--- src/rtl/core/sha256_pkg.sv ---
// Shared types, constants and round functions for the SHA-256 hash engine.
package sha256_pkg;

    // One word of a padded 512-bit block, as passed from front to back
    typedef struct packed {
        logic [31:0] word;
        logic        msg_end;   // last word of the final block of a message
    } blk_word_t;

    // Front sequencer states
    typedef enum logic [4:0] {
        F_IDLE   = 5'b00001,
        F_PAD    = 5'b00010,
        F_ZERO   = 5'b00100,
        F_LEN_HI = 5'b01000,
        F_LEN_LO = 5'b10000
    } front_state_t;

    // Back (compression) states
    typedef enum logic [3:0] {
        B_LOAD  = 4'b0001,
        B_ROUND = 4'b0010,
        B_UPD   = 4'b0100,
        B_OUT   = 4'b1000
    } back_state_t;

    localparam int unsigned BLOCK_WORDS = 16;
    localparam int unsigned ROUNDS      = 64;
    localparam int unsigned HASH_WORDS  = 8;

    localparam logic [3:0]  LEN_SLOT  = 4'd14;        // block slot of the length high word
    localparam logic [31:0] PAD_WORD  = 32'h8000_0000;
    localparam logic [2:0]  FULL_WORD = 3'd4;

    localparam logic [31:0] INIT_HASH [HASH_WORDS] = '{
        32'h6a09e667, 32'hbb67ae85, 32'h3c6ef372, 32'ha54ff53a,
        32'h510e527f, 32'h9b05688c, 32'h1f83d9ab, 32'h5be0cd19
    };

    localparam logic [31:0] ROUND_K [ROUNDS] = '{
        32'h428a2f98, 32'h71374491, 32'hb5c0fbcf, 32'he9b5dba5,
        32'h3956c25b, 32'h59f111f1, 32'h923f82a4, 32'hab1c5ed5,
        32'hd807aa98, 32'h12835b01, 32'h243185be, 32'h550c7dc3,
        32'h72be5d74, 32'h80deb1fe, 32'h9bdc06a7, 32'hc19bf174,
        32'he49b69c1, 32'hefbe4786, 32'h0fc19dc6, 32'h240ca1cc,
        32'h2de92c6f, 32'h4a7484aa, 32'h5cb0a9dc, 32'h76f988da,
        32'h983e5152, 32'ha831c66d, 32'hb00327c8, 32'hbf597fc7,
        32'hc6e00bf3, 32'hd5a79147, 32'h06ca6351, 32'h14292967,
        32'h27b70a85, 32'h2e1b2138, 32'h4d2c6dfc, 32'h53380d13,
        32'h650a7354, 32'h766a0abb, 32'h81c2c92e, 32'h92722c85,
        32'ha2bfe8a1, 32'ha81a664b, 32'hc24b8b70, 32'hc76c51a3,
        32'hd192e819, 32'hd6990624, 32'hf40e3585, 32'h106aa070,
        32'h19a4c116, 32'h1e376c08, 32'h2748774c, 32'h34b0bcb5,
        32'h391c0cb3, 32'h4ed8aa4a, 32'h5b9cca4f, 32'h682e6ff3,
        32'h748f82ee, 32'h78a5636f, 32'h84c87814, 32'h8cc70208,
        32'h90befffa, 32'ha4506ceb, 32'hbef9a3f7, 32'hc67178f2
    };

    function automatic logic [31:0] rotr(input logic [31:0] x, input int unsigned s);
        rotr = (x >> s) | (x << (32 - s));
    endfunction

    function automatic logic [31:0] big_sigma0(input logic [31:0] x);
        big_sigma0 = rotr(x, 2) ^ rotr(x, 13) ^ rotr(x, 22);
    endfunction

    function automatic logic [31:0] big_sigma1(input logic [31:0] x);
        big_sigma1 = rotr(x, 6) ^ rotr(x, 11) ^ rotr(x, 25);
    endfunction

    function automatic logic [31:0] small_sigma0(input logic [31:0] x);
        small_sigma0 = rotr(x, 7) ^ rotr(x, 18) ^ (x >> 3);
    endfunction

    function automatic logic [31:0] small_sigma1(input logic [31:0] x);
        small_sigma1 = rotr(x, 17) ^ rotr(x, 19) ^ (x >> 10);
    endfunction

    function automatic logic [31:0] ch_fn(input logic [31:0] e, input logic [31:0] f,
                                          input logic [31:0] g);
        ch_fn = (e & f) ^ (~e & g);
    endfunction

    function automatic logic [31:0] maj_fn(input logic [31:0] a, input logic [31:0] b,
                                           input logic [31:0] c);
        maj_fn = (a & b) ^ (a & c) ^ (b & c);
    endfunction

endpackage

--- src/rtl/core/sha256_front.sv ---
// Front end: accepts message words, counts bytes and emits padded block words.
module sha256_front (
    input  logic                  aclk,
    input  logic                  aresetn,
    input  logic                  s_tvalid,
    output logic                  s_tready,
    input  logic [31:0]           s_word,
    input  logic [2:0]            s_valid_bytes,
    input  logic                  s_last,
    output logic                  push_valid,
    input  logic                  push_ready,
    output sha256_pkg::blk_word_t push_data
);
    import sha256_pkg::*;

    front_state_t state_reg, state_next;
    logic [3:0]   cnt_reg, cnt_next;       // word slot within the current block
    logic [60:0]  bytes_reg, bytes_next;   // message length in bytes, wraps
    logic [2:0]   nvalid;
    logic [31:0]  tail_word;
    logic         push;
    logic [63:0]  bit_len;

    assign bit_len = {bytes_reg, 3'b000};
    assign push    = push_valid && push_ready;

    // valid byte count: only a last word may be short, and more than four means four
    always_comb begin
        if (!s_last || s_valid_bytes > FULL_WORD) begin
            nvalid = FULL_WORD;
        end else begin
            nvalid = s_valid_bytes;
        end
    end

    // short last word: clear the unused bytes and place the pad byte
    always_comb begin
        case (nvalid[1:0])
            2'd0:    tail_word = PAD_WORD;
            2'd1:    tail_word = {s_word[31:24], 24'h80_0000};
            2'd2:    tail_word = {s_word[31:16], 16'h8000};
            2'd3:    tail_word = {s_word[31:8], 8'h80};
            default: tail_word = PAD_WORD;
        endcase
    end

    // word generation and sequencing
    always_comb begin
        state_next         = state_reg;
        cnt_next           = cnt_reg;
        bytes_next         = bytes_reg;
        push_valid         = 1'b0;
        push_data.word     = s_word;
        push_data.msg_end  = 1'b0;
        s_tready           = 1'b0;
        case (state_reg)
            F_IDLE: begin
                s_tready   = push_ready;
                push_valid = s_tvalid;
                if (s_last && nvalid != FULL_WORD) begin
                    push_data.word = tail_word;
                end
                if (s_tvalid && push_ready) begin
                    cnt_next   = cnt_reg + 4'd1;
                    bytes_next = bytes_reg + 61'(nvalid);
                    if (s_last) begin
                        state_next = (nvalid == FULL_WORD) ? F_PAD : F_ZERO;
                    end
                end
            end
            F_PAD: begin
                push_valid     = 1'b1;
                push_data.word = PAD_WORD;
                if (push_ready) begin
                    cnt_next   = cnt_reg + 4'd1;
                    state_next = F_ZERO;
                end
            end
            F_ZERO: begin
                push_data.word = '0;
                if (cnt_reg == LEN_SLOT) begin
                    state_next = F_LEN_HI;
                end else begin
                    push_valid = 1'b1;
                    if (push_ready) begin
                        cnt_next = cnt_reg + 4'd1;
                    end
                end
            end
            F_LEN_HI: begin
                push_valid     = 1'b1;
                push_data.word = bit_len[63:32];
                if (push_ready) begin
                    cnt_next   = cnt_reg + 4'd1;
                    state_next = F_LEN_LO;
                end
            end
            F_LEN_LO: begin
                push_valid        = 1'b1;
                push_data.word    = bit_len[31:0];
                push_data.msg_end = 1'b1;
                if (push_ready) begin
                    cnt_next   = '0;
                    bytes_next = '0;
                    state_next = F_IDLE;
                end
            end
            default: begin
                state_next = F_IDLE;
            end
        endcase
    end

    always_ff @(posedge aclk) begin
        if (!aresetn) begin
            state_reg <= F_IDLE;
            cnt_reg   <= '0;
            bytes_reg <= '0;
        end else begin
            state_reg <= state_next;
            cnt_reg   <= cnt_next;
            bytes_reg <= bytes_next;
        end
    end

`ifndef SYNTHESIS
    // the length low word always closes a block
    a_len_closes_block: assert property (@(posedge aclk) disable iff (!aresetn)
        (state_reg == F_LEN_LO && push) |-> cnt_reg == 4'd15)
        else $error("length word not in the last block slot");

    // a message end leaves the counters cleared for the next message
    a_end_clears: assert property (@(posedge aclk) disable iff (!aresetn)
        (state_reg == F_LEN_LO && push) |=> (cnt_reg == '0 && bytes_reg == '0))
        else $error("counters not cleared after message end");
`endif

endmodule

--- src/rtl/core/sha256_queue.sv ---
// Short queue of block words between the front end and the compression core.
module sha256_queue #(
    parameter int unsigned DEPTH = 4
) (
    input  logic                  aclk,
    input  logic                  aresetn,
    input  logic                  in_valid,
    output logic                  in_ready,
    input  sha256_pkg::blk_word_t in_data,
    output logic                  out_valid,
    input  logic                  out_ready,
    output sha256_pkg::blk_word_t out_data
);
    import sha256_pkg::*;

    localparam int unsigned AW = (DEPTH > 1) ? $clog2(DEPTH) : 1;
    localparam int unsigned CW = $clog2(DEPTH + 1);

    blk_word_t       slot_reg [DEPTH];
    logic [AW-1:0]   wr_ptr_reg, wr_ptr_next;
    logic [AW-1:0]   rd_ptr_reg, rd_ptr_next;
    logic [CW-1:0]   fill_reg, fill_next;
    logic            wr_en;
    logic            rd_en;

    assign in_ready  = fill_reg != CW'(DEPTH);
    assign out_valid = fill_reg != '0;
    assign out_data  = slot_reg[rd_ptr_reg];
    assign wr_en     = in_valid && in_ready;
    assign rd_en     = out_valid && out_ready;

    // pointer and fill update
    always_comb begin
        wr_ptr_next = wr_ptr_reg;
        rd_ptr_next = rd_ptr_reg;
        fill_next   = fill_reg;
        if (wr_en) begin
            wr_ptr_next = (wr_ptr_reg == AW'(DEPTH - 1)) ? '0 : wr_ptr_reg + AW'(1);
        end
        if (rd_en) begin
            rd_ptr_next = (rd_ptr_reg == AW'(DEPTH - 1)) ? '0 : rd_ptr_reg + AW'(1);
        end
        if (wr_en && !rd_en) begin
            fill_next = fill_reg + CW'(1);
        end else if (rd_en && !wr_en) begin
            fill_next = fill_reg - CW'(1);
        end
    end

    always_ff @(posedge aclk) begin
        if (!aresetn) begin
            wr_ptr_reg <= '0;
            rd_ptr_reg <= '0;
            fill_reg   <= '0;
        end else begin
            wr_ptr_reg <= wr_ptr_next;
            rd_ptr_reg <= rd_ptr_next;
            fill_reg   <= fill_next;
        end
    end

    // storage
    always_ff @(posedge aclk) begin
        if (wr_en) begin
            slot_reg[wr_ptr_reg] <= in_data;
        end
    end

endmodule

--- src/rtl/core/sha256_back.sv ---
// Compression core: loads 16-word blocks, runs 64 rounds, updates and emits the digest.
module sha256_back (
    input  logic                  aclk,
    input  logic                  aresetn,
    input  logic                  pop_valid,
    output logic                  pop_ready,
    input  sha256_pkg::blk_word_t pop_data,
    output logic                  m_tvalid,
    input  logic                  m_tready,
    output logic [31:0]           m_digest_word,
    output logic [2:0]            m_word_index,
    output logic                  m_last_word
);
    import sha256_pkg::*;

    back_state_t state_reg, state_next;
    logic [3:0]  load_cnt_reg, load_cnt_next;
    logic [5:0]  round_cnt_reg, round_cnt_next;
    logic [2:0]  out_idx_reg, out_idx_next;
    logic        end_reg, end_next;          // current block ends the message

    logic [31:0] hash_reg [HASH_WORDS];
    logic [31:0] w_reg [BLOCK_WORDS];        // message schedule window
    logic [31:0] v_reg [HASH_WORDS];         // working variables a..h

    logic        pop;
    logic        out_take;
    logic [31:0] w_new;
    logic [31:0] t1;
    logic [31:0] t2;

    assign pop       = pop_valid && pop_ready;
    assign pop_ready = state_reg == B_LOAD;
    assign out_take  = m_tvalid && m_tready;

    assign m_tvalid      = state_reg == B_OUT;
    assign m_digest_word = hash_reg[0];
    assign m_word_index  = out_idx_reg;
    assign m_last_word   = out_idx_reg == 3'(HASH_WORDS - 1);

    // schedule expansion and round function
    assign w_new = small_sigma1(w_reg[14]) + w_reg[9] + small_sigma0(w_reg[1]) + w_reg[0];
    assign t1    = v_reg[7] + big_sigma1(v_reg[4]) + ch_fn(v_reg[4], v_reg[5], v_reg[6])
                 + ROUND_K[round_cnt_reg] + w_reg[0];
    assign t2    = big_sigma0(v_reg[0]) + maj_fn(v_reg[0], v_reg[1], v_reg[2]);

    // sequencing
    always_comb begin
        state_next     = state_reg;
        load_cnt_next  = load_cnt_reg;
        round_cnt_next = round_cnt_reg;
        out_idx_next   = out_idx_reg;
        end_next       = end_reg;
        case (state_reg)
            B_LOAD: begin
                if (pop) begin
                    load_cnt_next = load_cnt_reg + 4'd1;
                    end_next      = pop_data.msg_end;
                    if (load_cnt_reg == 4'(BLOCK_WORDS - 1)) begin
                        round_cnt_next = '0;
                        state_next     = B_ROUND;
                    end
                end
            end
            B_ROUND: begin
                round_cnt_next = round_cnt_reg + 6'd1;
                if (round_cnt_reg == 6'(ROUNDS - 1)) begin
                    state_next = B_UPD;
                end
            end
            B_UPD: begin
                out_idx_next = '0;
                state_next   = end_reg ? B_OUT : B_LOAD;
            end
            B_OUT: begin
                if (out_take) begin
                    out_idx_next = out_idx_reg + 3'd1;
                    if (m_last_word) begin
                        state_next = B_LOAD;
                    end
                end
            end
            default: begin
                state_next = B_LOAD;
            end
        endcase
    end

    // control and hash state
    always_ff @(posedge aclk) begin
        if (!aresetn) begin
            state_reg     <= B_LOAD;
            load_cnt_reg  <= '0;
            round_cnt_reg <= '0;
            out_idx_reg   <= '0;
            end_reg       <= 1'b0;
            hash_reg      <= INIT_HASH;
        end else begin
            state_reg     <= state_next;
            load_cnt_reg  <= load_cnt_next;
            round_cnt_reg <= round_cnt_next;
            out_idx_reg   <= out_idx_next;
            end_reg       <= end_next;
            if (state_reg == B_UPD) begin
                for (int i = 0; i < HASH_WORDS; i++) begin
                    hash_reg[i] <= hash_reg[i] + v_reg[i];
                end
            end else if (state_reg == B_OUT && out_take) begin
                // shift the digest out; initial values refill from the top
                for (int i = 0; i < HASH_WORDS - 1; i++) begin
                    hash_reg[i] <= hash_reg[i + 1];
                end
                hash_reg[HASH_WORDS - 1] <= INIT_HASH[out_idx_reg];
            end
        end
    end

    // schedule window and working variables
    always_ff @(posedge aclk) begin
        if (state_reg == B_LOAD && pop) begin
            for (int i = 0; i < BLOCK_WORDS - 1; i++) begin
                w_reg[i] <= w_reg[i + 1];
            end
            w_reg[BLOCK_WORDS - 1] <= pop_data.word;
            if (load_cnt_reg == 4'(BLOCK_WORDS - 1)) begin
                v_reg <= hash_reg;
            end
        end else if (state_reg == B_ROUND) begin
            for (int i = 0; i < BLOCK_WORDS - 1; i++) begin
                w_reg[i] <= w_reg[i + 1];
            end
            w_reg[BLOCK_WORDS - 1] <= w_new;
            v_reg[7] <= v_reg[6];
            v_reg[6] <= v_reg[5];
            v_reg[5] <= v_reg[4];
            v_reg[4] <= v_reg[3] + t1;
            v_reg[3] <= v_reg[2];
            v_reg[2] <= v_reg[1];
            v_reg[1] <= v_reg[0];
            v_reg[0] <= t1 + t2;
        end
    end

`ifndef SYNTHESIS
    // rounds start only after a full block was loaded
    a_full_block: assert property (@(posedge aclk) disable iff (!aresetn)
        (state_reg == B_ROUND && $past(state_reg) == B_LOAD) |-> load_cnt_reg == '0)
        else $error("rounds started on a partial block");

    // the update follows exactly the sixty-fourth round
    a_rounds_done: assert property (@(posedge aclk) disable iff (!aresetn)
        (state_reg == B_UPD) |-> $past(round_cnt_reg) == 6'(ROUNDS - 1))
        else $error("hash update before all rounds ran");

    // after the last digest word the initial hash is restored
    a_hash_restored: assert property (@(posedge aclk) disable iff (!aresetn)
        (out_take && m_last_word) |=> (state_reg == B_LOAD && hash_reg[0] == INIT_HASH[0]
                                       && hash_reg[7] == INIT_HASH[7]))
        else $error("initial hash not restored after digest");

    // no block word is taken while a digest is pending
    a_no_load_during_out: assert property (@(posedge aclk) disable iff (!aresetn)
        m_tvalid |-> !pop_ready)
        else $error("block word taken during digest output");
`endif

endmodule

--- src/rtl/core/sha256_hash_engine.sv ---
// SHA-256 engine: one round per cycle; each block is loaded, run through 64 rounds and added into the hash.
// The compression core takes no new block words while it runs its rounds; the queue holds them meanwhile.
// After the last word, the remaining padding blocks are compressed, then the digest comes out as 8 words.
// The front end pads while the core compresses, through a QUEUE_DEPTH word queue.
// Reset (aresetn low, synchronous) clears all control state and loads the initial hash.
module sha256_hash_engine #(
    parameter int unsigned QUEUE_DEPTH = 4
) (
    input  logic        aclk,
    input  logic        aresetn,
    input  logic        s_tvalid,
    output logic        s_tready,
    input  logic [39:0] s_tdata,   // [31:0] message_word, [34:32] valid_bytes, zero fill
    input  logic        s_tlast,   // last
    output logic        m_tvalid,
    input  logic        m_tready,
    output logic [39:0] m_tdata,   // [31:0] digest_word, [34:32] word_index, zero fill
    output logic        m_tlast    // last_word
);
    import sha256_pkg::*;

    logic        push_valid;
    logic        push_ready;
    blk_word_t   push_data;
    logic        pop_valid;
    logic        pop_ready;
    blk_word_t   pop_data;
    logic [31:0] digest_word;
    logic [2:0]  word_index;

    sha256_front u_front (
        .aclk          (aclk),
        .aresetn       (aresetn),
        .s_tvalid      (s_tvalid),
        .s_tready      (s_tready),
        .s_word        (s_tdata[31:0]),
        .s_valid_bytes (s_tdata[34:32]),
        .s_last        (s_tlast),
        .push_valid    (push_valid),
        .push_ready    (push_ready),
        .push_data     (push_data)
    );

    sha256_queue #(
        .DEPTH (QUEUE_DEPTH)
    ) u_queue (
        .aclk      (aclk),
        .aresetn   (aresetn),
        .in_valid  (push_valid),
        .in_ready  (push_ready),
        .in_data   (push_data),
        .out_valid (pop_valid),
        .out_ready (pop_ready),
        .out_data  (pop_data)
    );

    sha256_back u_back (
        .aclk          (aclk),
        .aresetn       (aresetn),
        .pop_valid     (pop_valid),
        .pop_ready     (pop_ready),
        .pop_data      (pop_data),
        .m_tvalid      (m_tvalid),
        .m_tready      (m_tready),
        .m_digest_word (digest_word),
        .m_word_index  (word_index),
        .m_last_word   (m_tlast)
    );

    assign m_tdata = {5'b00000, word_index, digest_word};

endmodule
--- config.mk ---
export PLATFORM = sky130hd
export DESIGN_NAME = sha256_hash_engine
export DESIGN_NICKNAME = d
export VERILOG_FILES = /design/src/rtl/core/sha256_pkg.sv /design/src/rtl/core/sha256_front.sv /design/src/rtl/core/sha256_queue.sv /design/src/rtl/core/sha256_back.sv /design/src/rtl/core/sha256_hash_engine.sv
export SDC_FILE = /design/constraint.sdc
export NUM_CORES = 2
export LEC_CHECK = 0
export BUFFER_PORTS_ARGS = -buffer_cell sky130_fd_sc_hd__buf_2
export CAP_MARGIN = 20
export CORE_ASPECT_RATIO = 0.5
export CORE_MARGIN = 2
export CORE_UTILIZATION = 55
export CTS_CLUSTER_SIZE = 10
export DETAILED_ROUTE_END_ITERATION = 10
export PLACE_DENSITY_LB_ADDON = 0.12
export SYNTH_ARGS = -nofsm -noshare
export SYNTH_HDL_FRONTEND = slang
export SYNTH_HIERARCHICAL = 1
export SYNTH_SLANG_ARGS = --single-unit
--- constraint.sdc ---
create_clock -name aclk -period 44.2 [get_ports aclk]
set_clock_uncertainty 0.15 [all_clocks]
set_input_delay 8.84 -clock aclk [delete_from_list [all_inputs] [get_ports aclk]]
set_output_delay 8.84 -clock aclk [all_outputs]
set_load 0.05 [all_outputs]
**Word-level counts from Yosys, hierarchy flattened**

Memory sizes are Yosys's and may differ from the RTL's. A register that Yosys moved wholly into a read port is not among the register bits.
Cells that the tools add are included.
W data, S select, Z words.

- Flip-flop bits (word level): 607
- RAM bits: 644
- Memory bits (read-only): 2304
- Input port bits: 45
- Output and inout bits: 43
- Word-level logic and storage cells: 246
- Memories kept: 4

Memory list:

| memory | depth | bits a word | read ports | clocked after Yosys merged registers in | wr ports | line | RTL |
|---|---|---|---|---|---|---|---|
| (name not given) | 64 | 32 | 1 | 0 | 0 | sha256_back.sv:44 | `+ ROUND_K[round_cnt_reg] + w_reg[0];` |
| u_back.w_reg | 16 | 32 | 16 | 0 | 16 | sha256_back.sv:23 | `logic [31:0] w_reg [BLOCK_WORDS];` |
| (name not given) | 8 | 32 | 1 | 0 | 0 | sha256_back.sv:113 | `hash_reg[HASH_WORDS - 1] <= INIT_HASH[out_idx_reg];` |
| u_queue.slot_reg | 4 | 33 | 1 | 1 | 1 | sha256_queue.sv:19 | `blk_word_t slot_reg [DEPTH];` |

- $add $sub $neg: 27
- $lt $le $gt $ge: 3
- Equality and inequality tests: 34
- Multiplexer cells: 74
- Bitwise operators: 45
- Reductions and logical operators: 32

Operator list:

| kind | number |
|---|---|
| $mux W256 | 5 |
| $mux W32 | 21 |
| $add A32 B32 Y32 | 18 |
| $xor A32 B32 Y32 | 9 |
| $and A32 B32 Y32 | 5 |
| $pmux W32 S5 | 1 |
| $pmux W32 S4 | 1 |
| $mux W61 | 2 |
| $pmux W61 S2 | 1 |
| $add A61 B3 Y61 | 1 |
| $mux W4 | 10 |
| $not A32 Y32 | 1 |
| $or A10 B32 Y32 | 1 |
| $or A13 B32 Y32 | 1 |
| $or A14 B32 Y32 | 1 |
| $or A15 B32 Y32 | 1 |
| $or A19 B32 Y32 | 1 |
| $or A21 B32 Y32 | 1 |
| $or A25 B32 Y32 | 1 |
| $or A26 B32 Y32 | 1 |
| $or A30 B32 Y32 | 1 |
| $or A7 B32 Y32 | 1 |
| $pmux W4 S4 | 2 |
| $xor A32 B22 Y32 | 1 |
| other kinds (51) | 127 |

**Logic depth before layout (Yosys ltp)**

- Word-level depth: 10
- Depth in mapped cells: 33
- Mapped depth without buffers: 32

**Modules after synthesis**

The synthesis kept the hierarchy.

By module, submodules not included:

| module | instances | cells an instance | area each (um2) | sequential area each (um2) |
|---|---|---|---|---|
| sha256_back | 1 | 6840 | 66307.3 | 28547.4 |
| sha256_queue | 1 | 224 | 5245.0 | 4144.0 |
| sha256_front | 1 | 539 | 4421.7 | 1401.3 |
| sha256_hash_engine | 1 | 6 | 41.3 | 0.0 |

**Worst setup path before layout**

No wires, ideal clock.

- Path kind: register to register
- Start: register u_back.state_reg[3]
- End: register u_back.round_cnt_reg[5]
- Setup time: 72 ps
- Data arrival time: 14479 ps
- Required time: 43978 ps
- Setup slack: 29498 ps
- Cell stages (with the launch flop): 7
- Path buffers: 0
- Period minus slack after synthesis: 14702 ps
- Cells stage by stage: dfxtp_1 > nor4b_2 > nand2_1 > o21ai_1 > nand3_1 > or3_1 > a21oi_1

- Longest elaborated chain between the ends: 4
- Elaborated cells on any way between the ends: 8
- Classes of those cells: 4 x eq/ne; 1 x mux; 3 x reduce/logical

Ends and longest elaborated chain:

| what | line | RTL |
|---|---|---|
| start: declaration | sha256_back.sv:16 | `back_state_t state_reg, state_next;` |
| start signal: assignment | sha256_back.sv:99 | `state_reg <= state_next;` |
| $eq A4 B1 Y1 * | sha256_back.sv:33 | `assign pop_ready = state_reg == B_LOAD;` |
| net pop_ready | sha256_hash_engine.sv:26 | `logic pop_ready;` |
| $logic_and A1 B1 Y1 | sha256_back.sv:32 | `assign pop = pop_valid && pop_ready;` |
| $ne A2 B1 Y1 (no line) | n/a |  |
| $reduce_and A3 Y1 (no line) | n/a |  |
| end signal: assignment | sha256_back.sv:101 | `round_cnt_reg <= round_cnt_next;` |
| end: declaration | sha256_back.sv:18 | `logic [5:0] round_cnt_reg, round_cnt_next;` |

The timed path passes the listed nets; every way through them passes the cells marked *.
A chain may end at the register's enable or synchronous reset.

**Worst setup path in the final report**

- Start: input s_tlast
- End: register u_front.bytes_reg[57]

- Longest elaborated chain between the ends: 6

Ends and longest elaborated chain:

| what | line | RTL |
|---|---|---|
| start: declaration | sha256_hash_engine.sv:14 | `input logic s_tlast,` |
| $logic_not A1 Y1 | sha256_front.sv:29 | `if (!s_last \|\| s_valid_bytes > FULL_WORD) begin` |
| $logic_or A1 B1 Y1 | sha256_front.sv:29 |  |
| $mux W3 | sha256_front.sv:29 |  |
| $add A61 B3 Y61 | sha256_front.sv:65 | `bytes_next = bytes_reg + 61'(nvalid);` |
| $mux W61 | sha256_front.sv:63 | `if (s_tvalid && push_ready) begin` |
| $pmux W61 S2 | sha256_front.sv:56 | `case (state_reg)` |
| end signal: assignment | sha256_front.sv:122 | `bytes_reg <= bytes_next;` |
| end: declaration | sha256_front.sv:18 | `logic [60:0] bytes_reg, bytes_next;` |

Every way passes these cells. The select of a mux whose other input is x is not followed.

==> results.json <==
{
  "status": "finished clean",
  "worst_slew_pin_slew_ns": 1.31,
  "crit_path_start_kind": "input port",
  "hold_buffers": 0,
  "rows": 96,
  "crit_type": "input port to flop",
  "dpl.hpwl_mm": 161,
  "grt_overflow_total": 0,
  "synth_flop_cell": "edfxtp_1",
  "clockBufferDepth": 4,
  "grt_max_degree": 173,
  "synth.yosys.seq_area_share_pct": 44.8,
  "cts_buffers": 153,
  "grt_pass1_wl_mm": 336,
  "largest_reg_flops": 512,
  "die_y_um": 267,
  "max_freq_mhz": 83.3,
  "drt_first_pass_iters": 9,
  "io_pins": 88,
  "cts_sinks": 1253,
  "placed_area_um2": 77600,
  "synth_seq_cells": 1253,
  "areaGrowthSynthToFinish_pct": 7.76,
  "dieWidth_um": 530,
  "hold_viol_final": 0,
  "die_area_um2": 141000,
  "place_ws_ns": 31.60,
  "utilization_pct": 59.7,
  "async_reset_ff_share_pct": 0,
  "drive_gt1_share_pct": 6.37,
  "endpoint_kind": "flop",
  "core_area_um2": 137000,
  "yosys_warnings": 6,
  "rsz0062_at_grt": "false",
  "viasPerCell": 6.10,
  "avgSynthCellArea_um2": 9.99,
  "syn_area_um2": 76000,
  "crit_chain": "buf_2, nor2b_1, inv_1, ha_1, nand3_1, a21oi_1, nand4b_1, or4_1, a21oi_1",
  "vias": 57600,
  "fin_area_um2": 81900,
  "finalCriticalPeriod_ns": 12.01,
  "clk_pin_slew_ns": 0.06,
  "ys_types": 128,
  "drc": 0,
  "cap_violations": 0,
  "period_share_pct": 27.2,
  "cpLargestDelayFamily": "simple AND/OR/NAND/NOR gates",
  "ant_nets": 0,
  "finalSetupTns_ns": 0,
  "cp_data_arrival_time_ns": 12.55,
  "slew_violations": 0,
  "cts_tree": "yes",
  "antenna_found_initial": 7,
  "wl_mm": 226,
  "nNetsFinal": 8151,
  "final_cell_mix": "nand2_1, edfxtp_1, a21oi_1",
  "critPathMaxFanout": 23,
  "grt_usage_pct": 31.6,
  "cts_root_buf": "clkbuf_16",
  "cts-resized-gates": 0,
  "clk_latency_ns": 0.81,
  "postCtsSetupRepairBufs": 0,
  "crit_buf_inv": 2,
  "cp_slowest_cell": "nand4b_1",
  "finalSetupViolCount": 0,
  "grt_pass1_vias": 53200,
  "syn_inst": 7609,
  "portBuffers": 77,
  "wl_per_cell_um": 23.9,
  "first_iter_violations": 6209,
  "worst_ep_required_time_ns": 44.74,
  "gp_congestion": 0.973,
  "relSlewSlack_pct": 12.0,
  "hold_path.class": "flop to flop",
  "synth_edf_count": 900,
  "crit_top_cell": "a21oi_1",
  "start_util_pct": 55.4,
  "critPathMaxStageDelay_ns": 0.92,
  "finalWorstSetupSlack_ns": 32.19,
  "htreeDepth": 4,
  "layout_commonest_cell": "nand2_1"
}
worst paths after layout:
check / from / to / slack (ns) / cells after the start
hold reg to reg: u_back/w_reg[1][67] / u_back/w_reg[1][35] / 0.23 / 0
hold / removal: u_back/w_reg[1][67] / u_back/w_reg[1][35] / 0.23 / 0
setup reg to reg: u_back/round_cnt_reg[0] / u_back/v_reg[255] / 34.37 / 33
setup / recovery: s_tlast / u_front/bytes_reg[57] / 32.19 / 9
kinds of logic after synthesis:
kind of cell / share of synthesized area, %
xor+xnor: 6.75
flops: 44.8
fa+ha+maj: 12.5
simple gates: 14.0
mux: 2.15
buf+inv: 4.11
compound gates: 15.7
other cells: 0.00493
final cells by class:
type	count	area, um2
fill	11700	55300
clock inverter	10	156
antenna	7	17.5
inverter	339	1270
multi-input combinational	5596	38900
tap	1862	2330
sequential	1253	34100
clock buffer	225	4150
timing repair buffer	147	1000
layer usage:
layer	track usage (%)	wire, um	up-vias
met5	0	40	-
met4	8.77	6560	4
met3	6.35	21800	367
met2	46.1	94600	2394
met1	47.4	103000	27900
li1	-	-	26900
per-stage QoR:
| stage | cells | hold slack [ns] |
|---|---|---|
| finish | 9439 | 0.233 |
| global route | 9432 | 0.242 |
| CTS | 9429 | 0.220 |
| detailed placement | 9194 | 0.255 |
| global placement | 9194 | 0.250 |
| floorplan | 7613 | 0.250 |
cell usage after synthesis (all sizes together), types with 37 or more instances:
master     n  area, um2
nand2   1359       5100
edfxtp   900      27000
a21oi    578       2910
nor2     466       1750
xnor2    422       3700
ha       417       5220
dfxtp    353       7070
o21ai    351       1780
inv      337       1260
clkbuf   330       1270
fa       199       3980
a21o     195       1470
xor2     163       1430
nand3    148        758
buf       95        577
a211oi    82        668
a311oi    75        657
nor3      73        370
nand2b    65        407
o21a      59        443
o31ai     59        482
o211ai    54        405
nand4     52        325
or3       51        328
a31oi     47        309
o21bai    47        353
and3      46        295
mux2i     44        440
nor2b     44        275
mux4      37        833
Power is left out: the tool's default activity adds up to more than one toggle a clock period on the data nets, which glitch-free logic cannot reach.
